===== config.mk =====
export PLATFORM = sky130hd
export DESIGN_NAME = xdh_drop_unit
export DESIGN_NICKNAME = d
export VERILOG_FILES = /design/src/sv/xdh_pkg.sv /design/src/sv/xdh_drop_unit.sv
export SDC_FILE = /design/constraint.sdc
export NUM_CORES = 2
export LEC_CHECK = 0
export ABC_AREA = 1
export BUFFER_PORTS_ARGS = -buffer_cell sky130_fd_sc_hd__buf_2
export CAP_MARGIN = 30
export CORE_MARGIN = 2
export CORE_UTILIZATION = 60
export DETAILED_ROUTE_END_ITERATION = 7
export PLACE_DENSITY_LB_ADDON = 0.12
export SYNTH_ARGS = -nofsm -noshare
export SYNTH_HDL_FRONTEND = slang
export SYNTH_SLANG_ARGS = --single-unit

===== constraint.sdc =====
create_clock -name i_clk -period 16.7 [get_ports i_clk]
set_clock_uncertainty 0.05 [all_clocks]
set_input_delay 0.835 -clock i_clk [delete_from_list [all_inputs] [get_ports i_clk]]
set_output_delay 0.835 -clock i_clk [all_outputs]
set_load 0.01 [all_outputs]

===== src/sv/xdh_pkg.sv =====
// Shared constants, types and codes of the XOR-delta rolling window hash.
`timescale 1ns / 1ps

package xdh_pkg;

    localparam int          XDH_MAX_WINDOW = 256;
    localparam int          XDH_OUT_DEPTH  = 16;
    localparam int          XDH_VAL_W      = 30;
    localparam int          XDH_POS_W      = 16;
    localparam int          XDH_LEN_W      = 9;

    localparam logic [29:0] XDH_PRIME  = 30'd1073741789;   // 2^30 - 35
    localparam logic [31:0] XDH_PRIME2 = 32'd2147483578;   // twice the prime
    localparam logic [10:0] XDH_BASE   = 11'd1031;
    localparam logic [5:0]  XDH_FOLD   = 6'd35;            // 2^30 mod prime

    typedef enum logic [1:0] {
        CFG_WIN_LEN = 2'd0,
        CFG_TOP_POW = 2'd1
    } t_cfg_idx;

    // Sideband that travels with an item down the pipeline.
    typedef struct packed {
        logic                 vld;
        logic                 clr;
        logic                 drop;
        logic                 emit;
        logic [XDH_VAL_W-1:0] diff;
        logic [XDH_POS_W-1:0] pos;
    } t_xdh_tag;

endpackage


===== src/sv/xdh_drop_unit.sv =====
// Drop term: top_power times the oldest value, reduced, then scaled by the base.
`timescale 1ns / 1ps

module xdh_drop_unit (
    input  logic                          i_clk,
    input  logic                          i_rst_n,
    input  xdh_pkg::t_xdh_tag             i_tag,
    input  logic [xdh_pkg::XDH_VAL_W-1:0] i_old,
    input  logic [xdh_pkg::XDH_VAL_W-1:0] i_top_pow,
    output xdh_pkg::t_xdh_tag             o_tag,
    output logic [xdh_pkg::XDH_VAL_W-1:0] o_mterm
);
    import xdh_pkg::*;

    t_xdh_tag    r_tag_c, r_tag_d, r_tag_e, r_tag_f;
    logic [59:0] r_prod;
    logic [35:0] r_f1;
    logic [29:0] r_drop;
    logic [29:0] r_mterm;

    logic [35:0] f1;
    logic [30:0] f2;
    logic [40:0] mp;
    logic [30:0] ms;

    always_comb begin
        f1 = 36'(r_prod[59:30]) * 36'(XDH_FOLD) + 36'(r_prod[29:0]);
        f2 = 31'(r_f1[35:30]) * 31'(XDH_FOLD) + 31'(r_f1[29:0]);
        mp = 41'(r_drop) * 41'(XDH_BASE);
        ms = 31'(mp[40:30]) * 31'(XDH_FOLD) + 31'(mp[29:0]);
    end

    always_ff @(posedge i_clk) begin
        if (!i_rst_n) begin
            r_tag_c <= '0;
            r_tag_d <= '0;
            r_tag_e <= '0;
            r_tag_f <= '0;
        end else begin
            r_tag_c <= i_tag;
            r_tag_d <= r_tag_c;
            r_tag_e <= r_tag_d;
            r_tag_f <= r_tag_e;
        end
    end

    always_ff @(posedge i_clk) begin
        r_prod  <= i_tag.drop ? (60'(i_top_pow) * 60'(i_old)) : '0;
        r_f1    <= f1;
        r_drop  <= (f2 >= 31'(XDH_PRIME)) ? 30'(f2 - 31'(XDH_PRIME)) : f2[29:0];
        r_mterm <= (ms >= 31'(XDH_PRIME)) ? 30'(ms - 31'(XDH_PRIME)) : ms[29:0];
    end

    assign o_tag   = r_tag_f;
    assign o_mterm = r_mterm;

endmodule


==> flow_summary_export.csv <==
group,metric,value,unit
run_status,status,"finished, final reports clean",
clock_tree,clock-root-buffer,"clkbuf_16",
critical_path,crit_top_cell,"nand2_1",
finish,stdcell_count,7861,
worst_hold_path,hold_end,"r_tag_e[4]$_SDFF_PN0_",
sta,fin_setup_tns,0,ns
clock_tree,htreeDepth,2,
finish,nNetsFinal,8218,
detailed_routing,wl,131000,um
sta,worstMarginPinSlew,0.931,ns
yosys,synth-seq-area-share,13.6,%
clock_tree,clock_latency,0.55,ns
detailed_routing,drc,0,
die,start_util,60.5,%
sta,min_period_over_period,55.0,%
yosys,synth.distinct_cells,54,
placed_design,dpl.hpwl,107000,um
worst_hold_path,min_from,"r_tag_d[4]$_SDFF_PN0_",
placed_design,gp_congestion,0.977,
clock_tree,clk_pin_slew,0.06,ns
detailed_routing,vias,40483,
critical_path,required,17.12,ns
sta,setup_viol,0,
clock_tree,cts_buffers,36,
clock_tree,cts.sinks,356,
worst_hold_path,hold_path_depth,2,
die,die_w,300,um
yosys,synth_warnings,0,
grt,grt_use_total,30.3,%
sta,rsz0062_at_grt,"no",
finish,layout_commonest_cell,"inv_1",
critical_path,crit_type,"flop to flop",
finish,layout-drive-gt1-share,5.83,%
clock_tree,clock_path_buffers,3,
critical_path,reg2reg_to,"o_mterm[28]$_DFF_P_",
placed_design,place_ws,7.65,ns
critical_path,path_delay_family,"adder cells",
sta,finalHoldViolations,0,
sta,fmax,109,MHz
yosys,synthFlopType,"dfxtp_1",
clock_tree,cts_hold_buf,0,
critical_path,crit_buf_inv,6,
grt,grt_pass1_vias,42695,
critical_path,start_kind,"flop",
finish,layout_common_cells,"1879 x inv_1, 1701 x nand2_1, 908 x fa_1",
sta,max_slew_margin,37.9,%
clock_tree,cts_tree,"done",
critical_path,rr_worst_depth,38,
placed_design,placedCellCount,7795,
yosys,syn_inst,6663,
yosys,async_flop_share,0,%
grt,grt_max_degree,107,
die,ios,192,
critical_path,cp_max_fo,12,
placed_design,io_buffers,191,
critical_path,reg2reg_from,"r_drop[13]$_DFF_P_",
yosys,syn_area_per_cell,7.88,um2
clock_tree,cts_resized,0,
detailed_routing,postRouteAntennaNets,0,
yosys,netlist_area,0.0525,mm2
detailed_routing,wire_per_inst,16.6,um
yosys,synth-seq-cells,356,
critical_path,arrival,9.60,ns
grt,grt_overflow,0,
sta,slew_violations,0,
grt,antenna_found_initial,1,
critical_path,rrSetupSlack,7.52,ns
yosys,synth-edff-count,0,
critical_path,max_stage_delay,0.55,ns
die,core-area,0.0868,mm2
detailed_routing,via_per_inst,5.15,
sta,min_period,9.18,ns
clock_tree,cts_setup_buffers,0,
detailed_routing,drt_first_pass_iters,6,
finish,area_growth,5.22,%
detailed_routing,drtIter0Drc,2188,
finish,final_util,63.6,%
critical_path,cpMaxStageDelayCell,"fa_1",
critical_path,worst_setup_path_end_kind,"flop",
die,chipHeight,300,um
job,max_cap_violations,0,
worst_hold_path,hold_class,"flop to flop",
yosys,synth_nets,8203,
grt,grt_pass1_wl,218000,um
sta,layout_setup_ws,7.52,ns
die,core.rowCount,108,
die,dieArea,0.0898,mm2
## stage by stage
step / hold WS (ns) / instance area, um2
finish: 0.359 / 55200
global route: 0.373 / 55200
CTS: 0.360 / 55200
detailed placement: 0.345 / 54000
global placement: 0.341 / 54000
floorplan: 0.336 / 52500
## registers in the layout, indices dropped and copies added (netlist names)
register  count
r_f1         36
r_tag_d      50
r_tag_e      50
r_prod       60
o_mterm      30
o_tag        50
r_tag_c      50
r_drop       30
## synthesized netlist by cell type, types with 73 or more instances
cell type     n  area share, %
clkbuf_1    214            1.5
nand2_1    1701             12
inv_1      1879             13
nand3_1     105            1.0
fa_1        908             35
o21ai_0     103           0.98
nand4_1      73           0.87
nor2_1      199            1.4
a21oi_1     212            2.0
dfxtp_1     356             14
xor2_1       75            1.3
ha_1        520             12
## metal layers
layer | vias up | global-route usage, % | wire (um)
li1 | 19323 | - | -
met2 | 1353 | 54.5 | 65400
met4 | 0 | 12.1 | 5810
met1 | 19524 | 37.0 | 51200
met3 | 283 | 3.89 | 8380
met5 | - | 0 | 0
## tightest hold or removal path: stages (launching register included)
cell and delay [ns]:
dfxtp_1 0.30, nand2_1 0.04, inv_1 0.04
## worst max path at each step
stage,from,cells after the start,slack [ns],to
final,r_drop[13]$_DFF_P_,38,7.52,o_mterm[28]$_DFF_P_
after global routing,r_drop[8]$_DFF_P_,40,6.76,o_mterm[20]$_DFF_P_
after CTS,r_drop[13]$_DFF_P_,38,7.52,o_mterm[20]$_DFF_P_
after detailed placement,r_drop[4]$_DFF_P_,44,7.65,o_mterm[24]$_DFF_P_
after global placement,r_drop[10]$_DFF_P_,44,7.81,o_mterm[20]$_DFF_P_
after floorplan,r_drop[4]$_DFF_P_,48,8.95,o_mterm[5]$_DFF_P_
## kinds of logic (layout without fill, tap and decap cells)
kind of cell / count (synthesis) / in the layout / share of synthesized area (%)
fa+ha+maj: 1428 / 1428 / 47.0
buf+inv: 2118 / 2160 / 15.3
other cells: 0 / 1 / 0
simple gates: 2211 / 2211 / 17.2
xor+xnor: 127 / 127 / 2.25
flops: 356 / 356 / 13.6
compound gates: 423 / 423 / 4.59
## cell type report
type | count | area [um2]
multi-input combinational | 4189 | 37300
fill | 7796 | 31500
sequential | 356 | 7130
inverter | 1893 | 7110
tap | 1155 | 1450
timing repair buffer | 202 | 1040
clock buffer | 47 | 992
clock inverter | 18 | 175
antenna | 1 | 2.50
Power is left out: the tool's default activity adds up to more than one toggle a clock period on the data nets, which glitch-free logic cannot reach.
