### config.mk
export PLATFORM = sky130hd
export DESIGN_NAME = xdh_out_fifo
export DESIGN_NICKNAME = d
export VERILOG_FILES = /design/src/sv/xdh_pkg.sv /design/src/sv/xdh_out_fifo.sv
export SDC_FILE = /design/constraint.sdc
export NUM_CORES = 1
export LEC_CHECK = 0
export BUFFER_PORTS_ARGS = -buffer_cell sky130_fd_sc_hd__clkbuf_2
export CAP_MARGIN = 20
export CORE_MARGIN = 4
export CORE_UTILIZATION = 25
export CTS_CLUSTER_SIZE = 12
export DETAILED_ROUTE_END_ITERATION = 6
export SYNTH_ARGS = -nofsm -noshare
export SYNTH_HDL_FRONTEND = slang
export SYNTH_SLANG_ARGS = --single-unit
### constraint.sdc
create_clock -name i_clk -period 3.8 [get_ports i_clk]
set_clock_uncertainty 0.1 [all_clocks]
set_input_delay 0.19 -clock i_clk [delete_from_list [all_inputs] [get_ports i_clk]]
set_output_delay 0.19 -clock i_clk [all_outputs]
set_load 0.02 [all_outputs]
### src/sv/xdh_pkg.sv
// Shared constants, types and codes of the XOR-delta rolling window hash.
`timescale 1ns / 1ps

package xdh_pkg;

    localparam int          XDH_MAX_WINDOW = 256;
    localparam int          XDH_OUT_DEPTH  = 16;
    localparam int          XDH_VAL_W      = 30;
    localparam int          XDH_POS_W      = 16;
    localparam int          XDH_LEN_W      = 9;

    localparam logic [29:0] XDH_PRIME  = 30'd1073741789;   // 2^30 - 35
    localparam logic [31:0] XDH_PRIME2 = 32'd2147483578;   // twice the prime
    localparam logic [10:0] XDH_BASE   = 11'd1031;
    localparam logic [5:0]  XDH_FOLD   = 6'd35;            // 2^30 mod prime

    typedef enum logic [1:0] {
        CFG_WIN_LEN = 2'd0,
        CFG_TOP_POW = 2'd1
    } t_cfg_idx;

    // Sideband that travels with an item down the pipeline.
    typedef struct packed {
        logic                 vld;
        logic                 clr;
        logic                 drop;
        logic                 emit;
        logic [XDH_VAL_W-1:0] diff;
        logic [XDH_POS_W-1:0] pos;
    } t_xdh_tag;

endpackage

### src/sv/xdh_out_fifo.sv
// Result queue with slot reservation at input acceptance.
`timescale 1ns / 1ps

module xdh_out_fifo #(
    parameter int DEPTH = xdh_pkg::XDH_OUT_DEPTH,
    parameter int DW    = xdh_pkg::XDH_VAL_W + xdh_pkg::XDH_POS_W
) (
    input  logic          i_clk,
    input  logic          i_rst_n,
    input  logic          i_reserve,
    input  logic          i_push,
    input  logic [DW-1:0] i_data,
    output logic          o_room,
    output logic          o_valid,
    input  logic          i_ready,
    output logic [DW-1:0] o_data
);
    import xdh_pkg::*;

    localparam int PW = (DEPTH > 1) ? $clog2(DEPTH) : 1;
    localparam int CW = $clog2(DEPTH + 1);

    logic [DW-1:0] r_mem [DEPTH];
    logic [PW-1:0] r_wr, r_rd;
    logic [CW-1:0] r_count, r_used;
    logic          pop;

    assign pop     = o_valid && i_ready;
    assign o_valid = (r_count != '0);
    assign o_data  = r_mem[r_rd];
    assign o_room  = (r_used < CW'(DEPTH));

    always_ff @(posedge i_clk) begin
        if (i_push) begin
            r_mem[r_wr] <= i_data;
        end
    end

    always_ff @(posedge i_clk) begin
        if (!i_rst_n) begin
            r_wr    <= '0;
            r_rd    <= '0;
            r_count <= '0;
            r_used  <= '0;
        end else begin
            if (i_push) begin
                r_wr <= (r_wr == PW'(DEPTH - 1)) ? '0 : r_wr + 1'b1;
            end
            if (pop) begin
                r_rd <= (r_rd == PW'(DEPTH - 1)) ? '0 : r_rd + 1'b1;
            end
            r_count <= r_count + CW'(i_push) - CW'(pop);
            r_used  <= r_used + CW'(i_reserve) - CW'(pop);
        end
    end

`ifndef SYNTHESIS
    a_count_in_used: assert property (@(posedge i_clk) disable iff (!i_rst_n)
        r_count <= r_used)
        else $error("queue holds more results than were reserved");
    a_reserve_room: assert property (@(posedge i_clk) disable iff (!i_rst_n)
        i_reserve |-> r_used < CW'(DEPTH))
        else $error("slot reserved with no room");
    a_push_no_overflow: assert property (@(posedge i_clk) disable iff (!i_rst_n)
        (i_push && !pop) |-> r_count < CW'(DEPTH))
        else $error("result pushed into a full queue");
`endif

endmodule

==> results.cfg, run 1 <==
[power_and_ir_drop]
p_sw_share_pct = 24.2
p_seq_share_pct = 49.4
combinationalPowerShare_pct = 14.8
p_per_area_mw_per_mm2 = 566
p_leak_nw = 10.4
p_int_mw = 14.5
p_sw_mw = 4.63
p_clk_share_pct = 35.7
finalPower_mw = 19.1
vdd_drop_max_mv = 0.321

[cells_and_area]
nNetsFinal = 1515
final_util_pct = 29.6
syn_to_final_growth_pct = 17.7
drive_gt1_share_pct = 28.2

[route]
route.detailed.drc = 0
vias = 13400
drt_iter0_drc = 1234
ant_nets = 0
first_pass_iters = 5
totalWireLength_um = 67500
via_per_inst = 4.47
wl_per_cell_um = 22.5

[setup_path]
worst_r2r_path_depth = 14
crit_slowest_cell = or4b_1
cp_cell_sequence = inv_1 > ha_1 > or4b_1 > nand2_1 > inv_1 > ha_1 > inv_1 > ha_1 > inv_1 > fa_1 > nand2b_1 > a21oi_1 > o21ai_0 > nor3b_1
worst_ep_required_time_ps = 4190
crit_arrival_ps = 3660
cpPeakStageDelay_ps = 530
cpMostUsedCell = inv_1
critical_path.max_fanout = 5
crit_type = reg2reg
cp-start-kind = flop
cp-end-kind = flop

[clock_network]
clkTransAtPathRegs_ps = 60
clock_path_buffers = 3
cts_max_level = 3
cts_buffers = 77
cts_resized = 0
insertion_delay_ps = 610
cts_tree = built
cts_sinks = 758
clock-root-buffer = clkbuf_16

[global_route]
grt_pass1_wl_um = 99400
antenna_found_initial = 10
track_usage_pct = 11.1
grt_max_degree = 50
grt_pass1_vias = 14700
grt_overflow = 0

[yosys]
synth_edf_count = 736
seq_area_frac_synth_pct = 78.6
synth_async_sr_flop_share_pct = 0
synth_ff_type = edfxtp_1
avgSynthCellArea_um2 = 22.7
synth_cells = 1263
netlist_area_mm2 = 0.0287
synth_nets = 1332
ys_warn_count = 0
synth_cell_types = 32
synth_seq_cells = 758

[sta]
fin_crit_ps = 3280
finalHoldViolCount = 0
drv_slew = 0
rsz0062_at_grt = false
fmax_mhz = 305
slew_headroom_pct = 27.9
worstMarginPinSlew_ps = 1080
setup_slack_ps = 523
finalSetupTns_ps = 0
period_share_pct = 86.2
setup_viol = 0

[placed_design]
gp_congestion = 0.688
io_buffer_count = 98
dp_hpwl_um = 33700
pre_cts_ws_ps = 633

[hold_path]
holdPathStages = 5
hold_class = in2reg

[floorplanning]
dieArea_mm2 = 0.120
core_area_mm2 = 0.114
initial_utilization_pct = 25.1
fp-row-count = 124
fp.dieW_um = 347
pin_count = 99
die_h_um = 347

[run_status]
status = completed

[job]
max_cap_viol_count = 0
[path summary, 6_finish.rpt]
kind | startpoint | to | slack, ps
min | i_reserve | r_used[1] | 110
min reg2reg | r_rd[1] | flop | 410
max | r_count[3] | r_count[4] | 520
max reg2reg | r_count[3] | r_count[4] | 520
[per-stage QoR]
stage,instance area [um2],hold WS (ps),instances
2_1_floorplan,28700,189,1263
3_3_place_gp,31100,334,2829
3_5_place_dp,31100,337,2829
4_1_cts,33800,76.6,2992
5_1_grt,33800,108,2994
6_report,33800,105,2997
[power by group through the flow]
stage	Combinational, mW	Sequential, mW	Clock (mW)
after global placement	2.78	9.62	0
final	2.84	9.45	6.83
after global routing	3.12	9.47	7.36
after CTS	2.92	9.46	7.00
after detailed placement	2.85	9.63	0
after floorplan	2.11	9.53	0
[final cells by class]
class                   count  area [um2]
inverters                  20        75.1
fillers                 11000       80400
diodes                      5        12.5
clock inverters            22         198
repair buffers            167        1260
clock buffers              91        2000
multi-input cells         422        5800
flip-flops and latches    758       22500
well taps                1512        1890
[state kept, by name, indices dropped and copies added (netlist names), named ones only]
| name | count |
|---|---|
| r_count | 5 |
| r_used | 5 |
| r_wr | 4 |
| r_mem | 736 |
| r_rd | 4 |
[cell usage after synthesis, drive strengths merged, types with 2 or more instances]
cell type / n / area, um2
buf: 39 / 253
nand2b: 2 / 12.5
nor3: 3 / 15.0
a22oi: 92 / 691
inv: 20 / 75.1
and3: 2 / 12.5
a21o: 2 / 15.0
dfxtp: 22 / 440
nand2: 51 / 191
nor2b: 4 / 25.0
o21ai: 4 / 20.0
edfxtp: 736 / 22100
xor2: 4 / 35.0
nand3: 5 / 25.0
fa: 2 / 40.0
xnor2: 3 / 26.3
and2: 19 / 119
a21oi: 10 / 50.1
mux4: 184 / 4140
nor3b: 3 / 22.5
nor2: 10 / 37.5
clkbuf: 24 / 90.1
ha: 16 / 200
[cells by family (layout without fill, tap and decap cells)]
group | Yosys count | count (layout) | share of synthesized area, %
AO/OA/AOI/OAI | 110 | 110 | 2.76
XOR/XNOR | 7 | 7 | 0.214
adder cells (fa/ha/maj) | 18 | 18 | 0.837
buffers and inverters | 83 | 300 | 1.46
flip-flops | 758 | 758 | 78.6
multiplexers | 185 | 185 | 14.5
other | 0 | 5 | 0
AND/OR/NAND/NOR | 102 | 102 | 1.70
[worst max-delay path, delay by kind of cell (launching register included)]
kind,cells,cell delay [ps]
and+or+nand+nor,4,1060
adders and majority gates,4,1010
DFF,1,340
AOI/OAI and AO/OA,2,330
buffers and inverters,4,310
[placed cells by master, fill, tap and decap left out, types with 2 or more instances in the layout]
cell,netlist,layout
edfxtp_1,736,736
mux4_2,184,184
clkbuf_2,0,98
a22oi_1,92,92
clkbuf_16,0,78
nand2_1,51,51
dlygate4sd3_1,0,50
inv_1,20,20
dfxtp_1,22,20
and2_4,0,17
ha_1,16,16
clkbuf_1,24,13
a21oi_1,10,10
buf_12,0,10
nor2_1,10,9
buf_4,9,9
clkinv_2,0,8
clkinv_1,0,6
diode_2,0,5
nand3_1,5,5
xor2_1,4,4
o21ai_0,4,4
nor3b_1,3,3
nor3_1,3,3
xnor2_1,3,3
clkinv_8,0,3
nor2b_4,0,2
and3_1,2,2
nor2b_1,4,2
and2_1,19,2
nand2b_1,2,2
a21o_1,2,2
fa_1,2,2
dfxtp_4,0,2
inv_16,0,2
[layer usage]
| layer | global-route usage [%] | up-vias | part of all wire, % |
|---|---|---|---|
| li1 | - | 5675 | - |
| met1 | 14.7 | 7222 | 43 |
| met2 | 18.5 | 382 | 49 |
| met3 | 2.39 | 96 | 6.0 |
| met4 | 3.12 | 10 | 1.8 |
| met5 | 0.903 | - | 0.24 |
[what timing repair did]
action,4_1_cts,5_1_grt
buffers inserted,0,0
hold buffers,50,0
hold endpoints to repair,755,0
No activity file was read; power rests on OpenSTA's default activity.
==> run 2: changes to the inputs <==
==> constraint.sdc (replaced) <==
create_clock -name i_clk -period 3.6 [get_ports i_clk]
set_clock_uncertainty 0.1 [all_clocks]
set_input_delay 0.18 -clock i_clk [delete_from_list [all_inputs] [get_ports i_clk]]
set_output_delay 0.18 -clock i_clk [all_outputs]
set_load 0.02 [all_outputs]
==> results.cfg, run 2 (same netlist as run 1, synthesis figures left out) <==
[placed_design]
io_buffer_count = 98
gp_congestion = 0.694
postPlaceCellArea_mm2 = 0.0311
dp_hpwl_um = 34700

[floorplanning]
fp.dieW_um = 347
dieArea_mm2 = 0.120
fp-row-count = 124
initial_utilization_pct = 25.1
pin_count = 99
die_h_um = 347
core_area_mm2 = 0.114

[route]
ant_nets = 0
first_pass_iters = 7
totalWireLength_um = 67000
drt_iter0_drc = 1419
wl_per_cell_um = 22.3
via_per_inst = 4.48
vias = 13500
route.detailed.drc = 0

[clock_network]
post_cts_buffers = 0
clkTransAtPathRegs_ps = 60
cts_buffers = 76
cts_sinks = 758
clock-root-buffer = clkbuf_16
insertion_delay_ps = 590
cts_max_level = 3
cts_resized = 0
cts_tree = built
clock_path_buffers = 3

[cells_and_area]
final_area_mm2 = 0.0338
final_cell_mix = edfxtp_1, mux4_2, clkbuf_2, a22oi_1, clkbuf_16
syn_to_final_growth_pct = 17.7
top_regs = r_mem: 736 flops, r_count: 5 flops, r_used: 5 flops
regMostFlops = r_mem
drive_gt1_share_pct = 27.9
nNetsFinal = 1517
layout_commonest_cell = edfxtp_1
largest_reg_flops = 736

[global_route]
grt_max_degree = 47
antenna_found_initial = 9
grt_overflow = 0
track_usage_pct = 10.9
grt_pass1_vias = 14400
grt_pass1_wl_um = 98000

[setup_path]
cp-start-kind = flop
path_buf_inv = 2
critical-path-top-delay-family = buffers and inverters
cp-end-kind = output port
crit_slowest_cell = dfxtp_4
crit_arrival_ps = 2960
critical_path.max_fanout = 28
worst_ep_required_time_ps = 3320
cp_cell_sequence = buf_4 > mux4_2 > a22oi_1 > nand2_1 > clkbuf_2
cpPeakStageDelay_ps = 610
crit_type = reg2out

[power_and_ir_drop]
p_leak_nw = 10.4
p_per_area_mw_per_mm2 = 593
vdd_drop_max_mv = 0.278
finalPower_mw = 20.0

[sta]
period_share_pct = 90.0
fin_crit_ps = 3240
worstMarginPinSlew_ps = 1100
drv_slew = 0
slew_headroom_pct = 26.6
finalHoldViolCount = 0
fmax_mhz = 309
setup_viol = 0
rsz0062_at_grt = false
finalSetupTns_ps = 0

[hold_path]
hold_class = in2reg

[job]
max_cap_viol_count = 0

[run_status]
status = completed
## run 2: cell type report
| class | count | area, um2 |
|---|---|---|
| timing repair buffer | 170 | 1270 |
| tap | 1512 | 1890 |
| antenna | 6 | 15.0 |
| clock inverter | 18 | 129 |
| inverter | 20 | 75.1 |
| clock buffer | 94 | 2030 |
| multi-input combinational | 422 | 5800 |
| fill | 11100 | 80400 |
| sequential | 758 | 22500 |
## run 2: worst reg2reg max path, cell delays in order (launching register included)
cell and delay [ps]:
dfxtp_1 320, inv_1 80, ha_1 130, or4b_1 550
nand2_1 200, inv_1 90, ha_1 270, inv_1 60
ha_1 150, inv_1 60, fa_1 420, nand2b_1 160
a21oi_1 190, o21ai_0 110, nor3b_1 150
## run 2: final timing paths
| kind | from | endpoint | slack (ps) | cells after the start |
|---|---|---|---|---|
| min | i_reserve | r_used[1] | 120 | 5 |
| min reg2reg | r_rd[0] | flop | 430 | 2 |
| max | flop | o_data[9] | 360 | 5 |
| max reg2reg | r_count[3] | r_count[4] | 420 | 14 |
## run 2: repair_timing
item,CTS,global route
endpoints found under the setup margin,0,0
hold endpoints to repair,753,0
hold buffers,50,0
## run 2: per-layer routing
| layer | wire, um | global-route usage, % | vias up |
|---|---|---|---|
| li1 | - | - | 5694 |
| met5 | 42 | 0 | - |
| met1 | 28800 | 14.8 | 7306 |
| met4 | 1010 | 2.55 | 8 |
| met2 | 33500 | 18.4 | 362 |
| met3 | 3610 | 1.98 | 82 |
## run 2: report_power, final
part | leakage [nW] | internal, mW | total, mW | switching [mW]
clock | 1.06 | 4.03 | 7.08 | 3.05
sequential | 6.83 | 9.83 | 9.95 | 0.123
combinational | 2.48 | 1.42 | 2.99 | 1.57
total | 10.4 | 15.3 | 20.0 | 4.74
## run 2: metrics by stage
step                      hold slack [ps]  utilization [%]  std cells  setup WS [ps]
after global routing                  146             29.6       2995            121
after detailed placement              319             27.2       2832            434
after CTS                            96.2             29.6       2994            233
after floorplan                       179                -       1263            616
after global placement                325             27.2       2832            564
final                                 118             29.6       3000            361
==> run 3: changes to the inputs <==
==> constraint.sdc (replaced) <==
create_clock -name i_clk -period 3.6 [get_ports i_clk]
set_clock_uncertainty 0.1 [all_clocks]
set_input_delay 0.36 -clock i_clk [delete_from_list [all_inputs] [get_ports i_clk]]
set_output_delay 0.36 -clock i_clk [all_outputs]
set_load 0.02 [all_outputs]
==> results.cfg, run 3 (same netlist as run 1, synthesis figures left out) <==
[sta]
rsz0062_at_grt = false
setup_viol = 0
fmax_mhz = 301
worstMarginPinSlew_ps = 827
drv_slew = 0
holdWs_ps = 59.9
fin_crit_ps = 3320
finalSetupTns_ps = 0
period_share_pct = 92.3
finalHoldViolCount = 0
slew_headroom_pct = 44.9

[cells_and_area]
top_regs = r_mem: 736 flops, r_count: 5 flops, r_used: 5 flops
syn_to_final_growth_pct = 17.6
layout_commonest_cell = edfxtp_1
largest_reg_flops = 736
drive_gt1_share_pct = 29.8
fin_cells = 2986
nNetsFinal = 1490
num-fill-cells = 11100
final_cell_mix = edfxtp_1, mux4_2, clkbuf_2, a22oi_1, clkbuf_16
regMostFlops = r_mem

[route]
ant_nets = 0
route.detailed.drc = 0
vias = 13300
wl_per_cell_um = 22.9
drt_iter0_drc = 1239
first_pass_iters = 5
totalWireLength_um = 68300
via_per_inst = 4.47

[power_and_ir_drop]
p_leak_nw = 10.4
finalPower_mw = 20.4
p_per_area_mw_per_mm2 = 604
vdd_drop_max_mv = 0.379

[setup_path]
cp-end-kind = output port
critical_path.max_fanout = 53
crit_arrival_ps = 2860
ff2ff_setup_slack_ps = 400
cp_cell_sequence = buf_12 > mux4_2 > a22oi_1 > nand2_1 > clkbuf_2
crit_type = reg2out
crit_slowest_cell = dfxtp_4
cp-start-kind = flop
cpPeakStageDelay_ps = 600
worst_ep_required_time_ps = 3140

[global_route]
antenna_found_initial = 18
grt_max_degree = 79
grt_pass1_wl_um = 99800
track_usage_pct = 11.2
grt_pass1_vias = 14400
grt_overflow = 0

[job]
max_cap_viol_count = 0

[floorplanning]
initial_utilization_pct = 25.1
fp-row-count = 124
die_h_um = 347
pin_count = 99
dieArea_mm2 = 0.120
core_area_mm2 = 0.114
fp.dieW_um = 347

[placed_design]
io_buffer_count = 98
dp_hpwl_um = 38100
place_inst = 2850
gp_congestion = 0.720

[clock_network]
clock_path_buffers = 3
clkTransAtPathRegs_ps = 60
cts_tree = built
clock-root-buffer = clkbuf_16
cts_sinks = 758
cts_resized = 0
insertion_delay_ps = 610
cts_max_level = 3
cts_buffers = 78

[hold_path]
hold_class = in2reg

[run_status]
status = completed
-- run 3: where the power goes --
group,switching [mW],total (mW),internal [mW]
logic,1.60,3.01,1.42
clock network,3.14,7.43,4.29
registers,0.106,9.94,9.83
total,4.84,20.4,15.5
-- run 3: layer usage --
metal / vias to the layer above / track usage, % / share of wire [%] / wire length (um)
met3: 93 / 2.62 / 5.7 / 3920
li1: 5652 / - / - / -
met4: 8 / 3.22 / 2.0 / 1360
met1: 7242 / 14.5 / 42 / 28700
met5: - / 0 / 0.078 / 53
met2: 353 / 18.8 / 50 / 34200
-- run 3: critical path: cells and delay by family, from the launching register on --
kind            cells  cell delay [ps]
simple gates        1              100
compound gates      1              330
flops               1              600
mux                 1              570
buf+inv             2              630
-- run 3: area by class of cell --
| cell class | instances | area, um2 | share of cell area [%] |
|---|---|---|---|
| Clock inverter | 24 | 201 | 0.597 |
| Inverter | 20 | 75.1 | 0.222 |
| Timing Repair Buffer | 141 | 1110 | 3.29 |
| Multi-Input combinational cell | 422 | 5800 | 17.2 |
| Sequential cell | 758 | 22500 | 66.8 |
| Antenna cell | 11 | 27.5 | 0.0816 |
| Tap cell | 1512 | 1890 | 5.61 |
| Clock buffer | 98 | 2090 | 6.20 |
-- run 3: metrics by stage --
stage,setup WS (ps),cell area [um2],utilization [%]
after floorplan,616,28700,-
after global placement,505,31400,27.5
after detailed placement,428,31400,27.5
after CTS,143,33700,29.5
after global routing,57.1,33700,29.5
final,277,33700,29.6
-- run 3: what timing repair did --
item | in CTS | in global routing
setup buffers | 0 | 0
hold buffers | 3 | 0
endpoints found under the hold margin | 6 | 0
-- run 3: final timing paths --
path	cells after the start	from	end
worst min-delay path	1	i_data[32]	r_mem[10][32]
worst max register to register	14	r_count[2]	r_count[4]
worst min register to register	2	r_rd[0]	flop
worst max-delay path	5	flop	o_data[31]
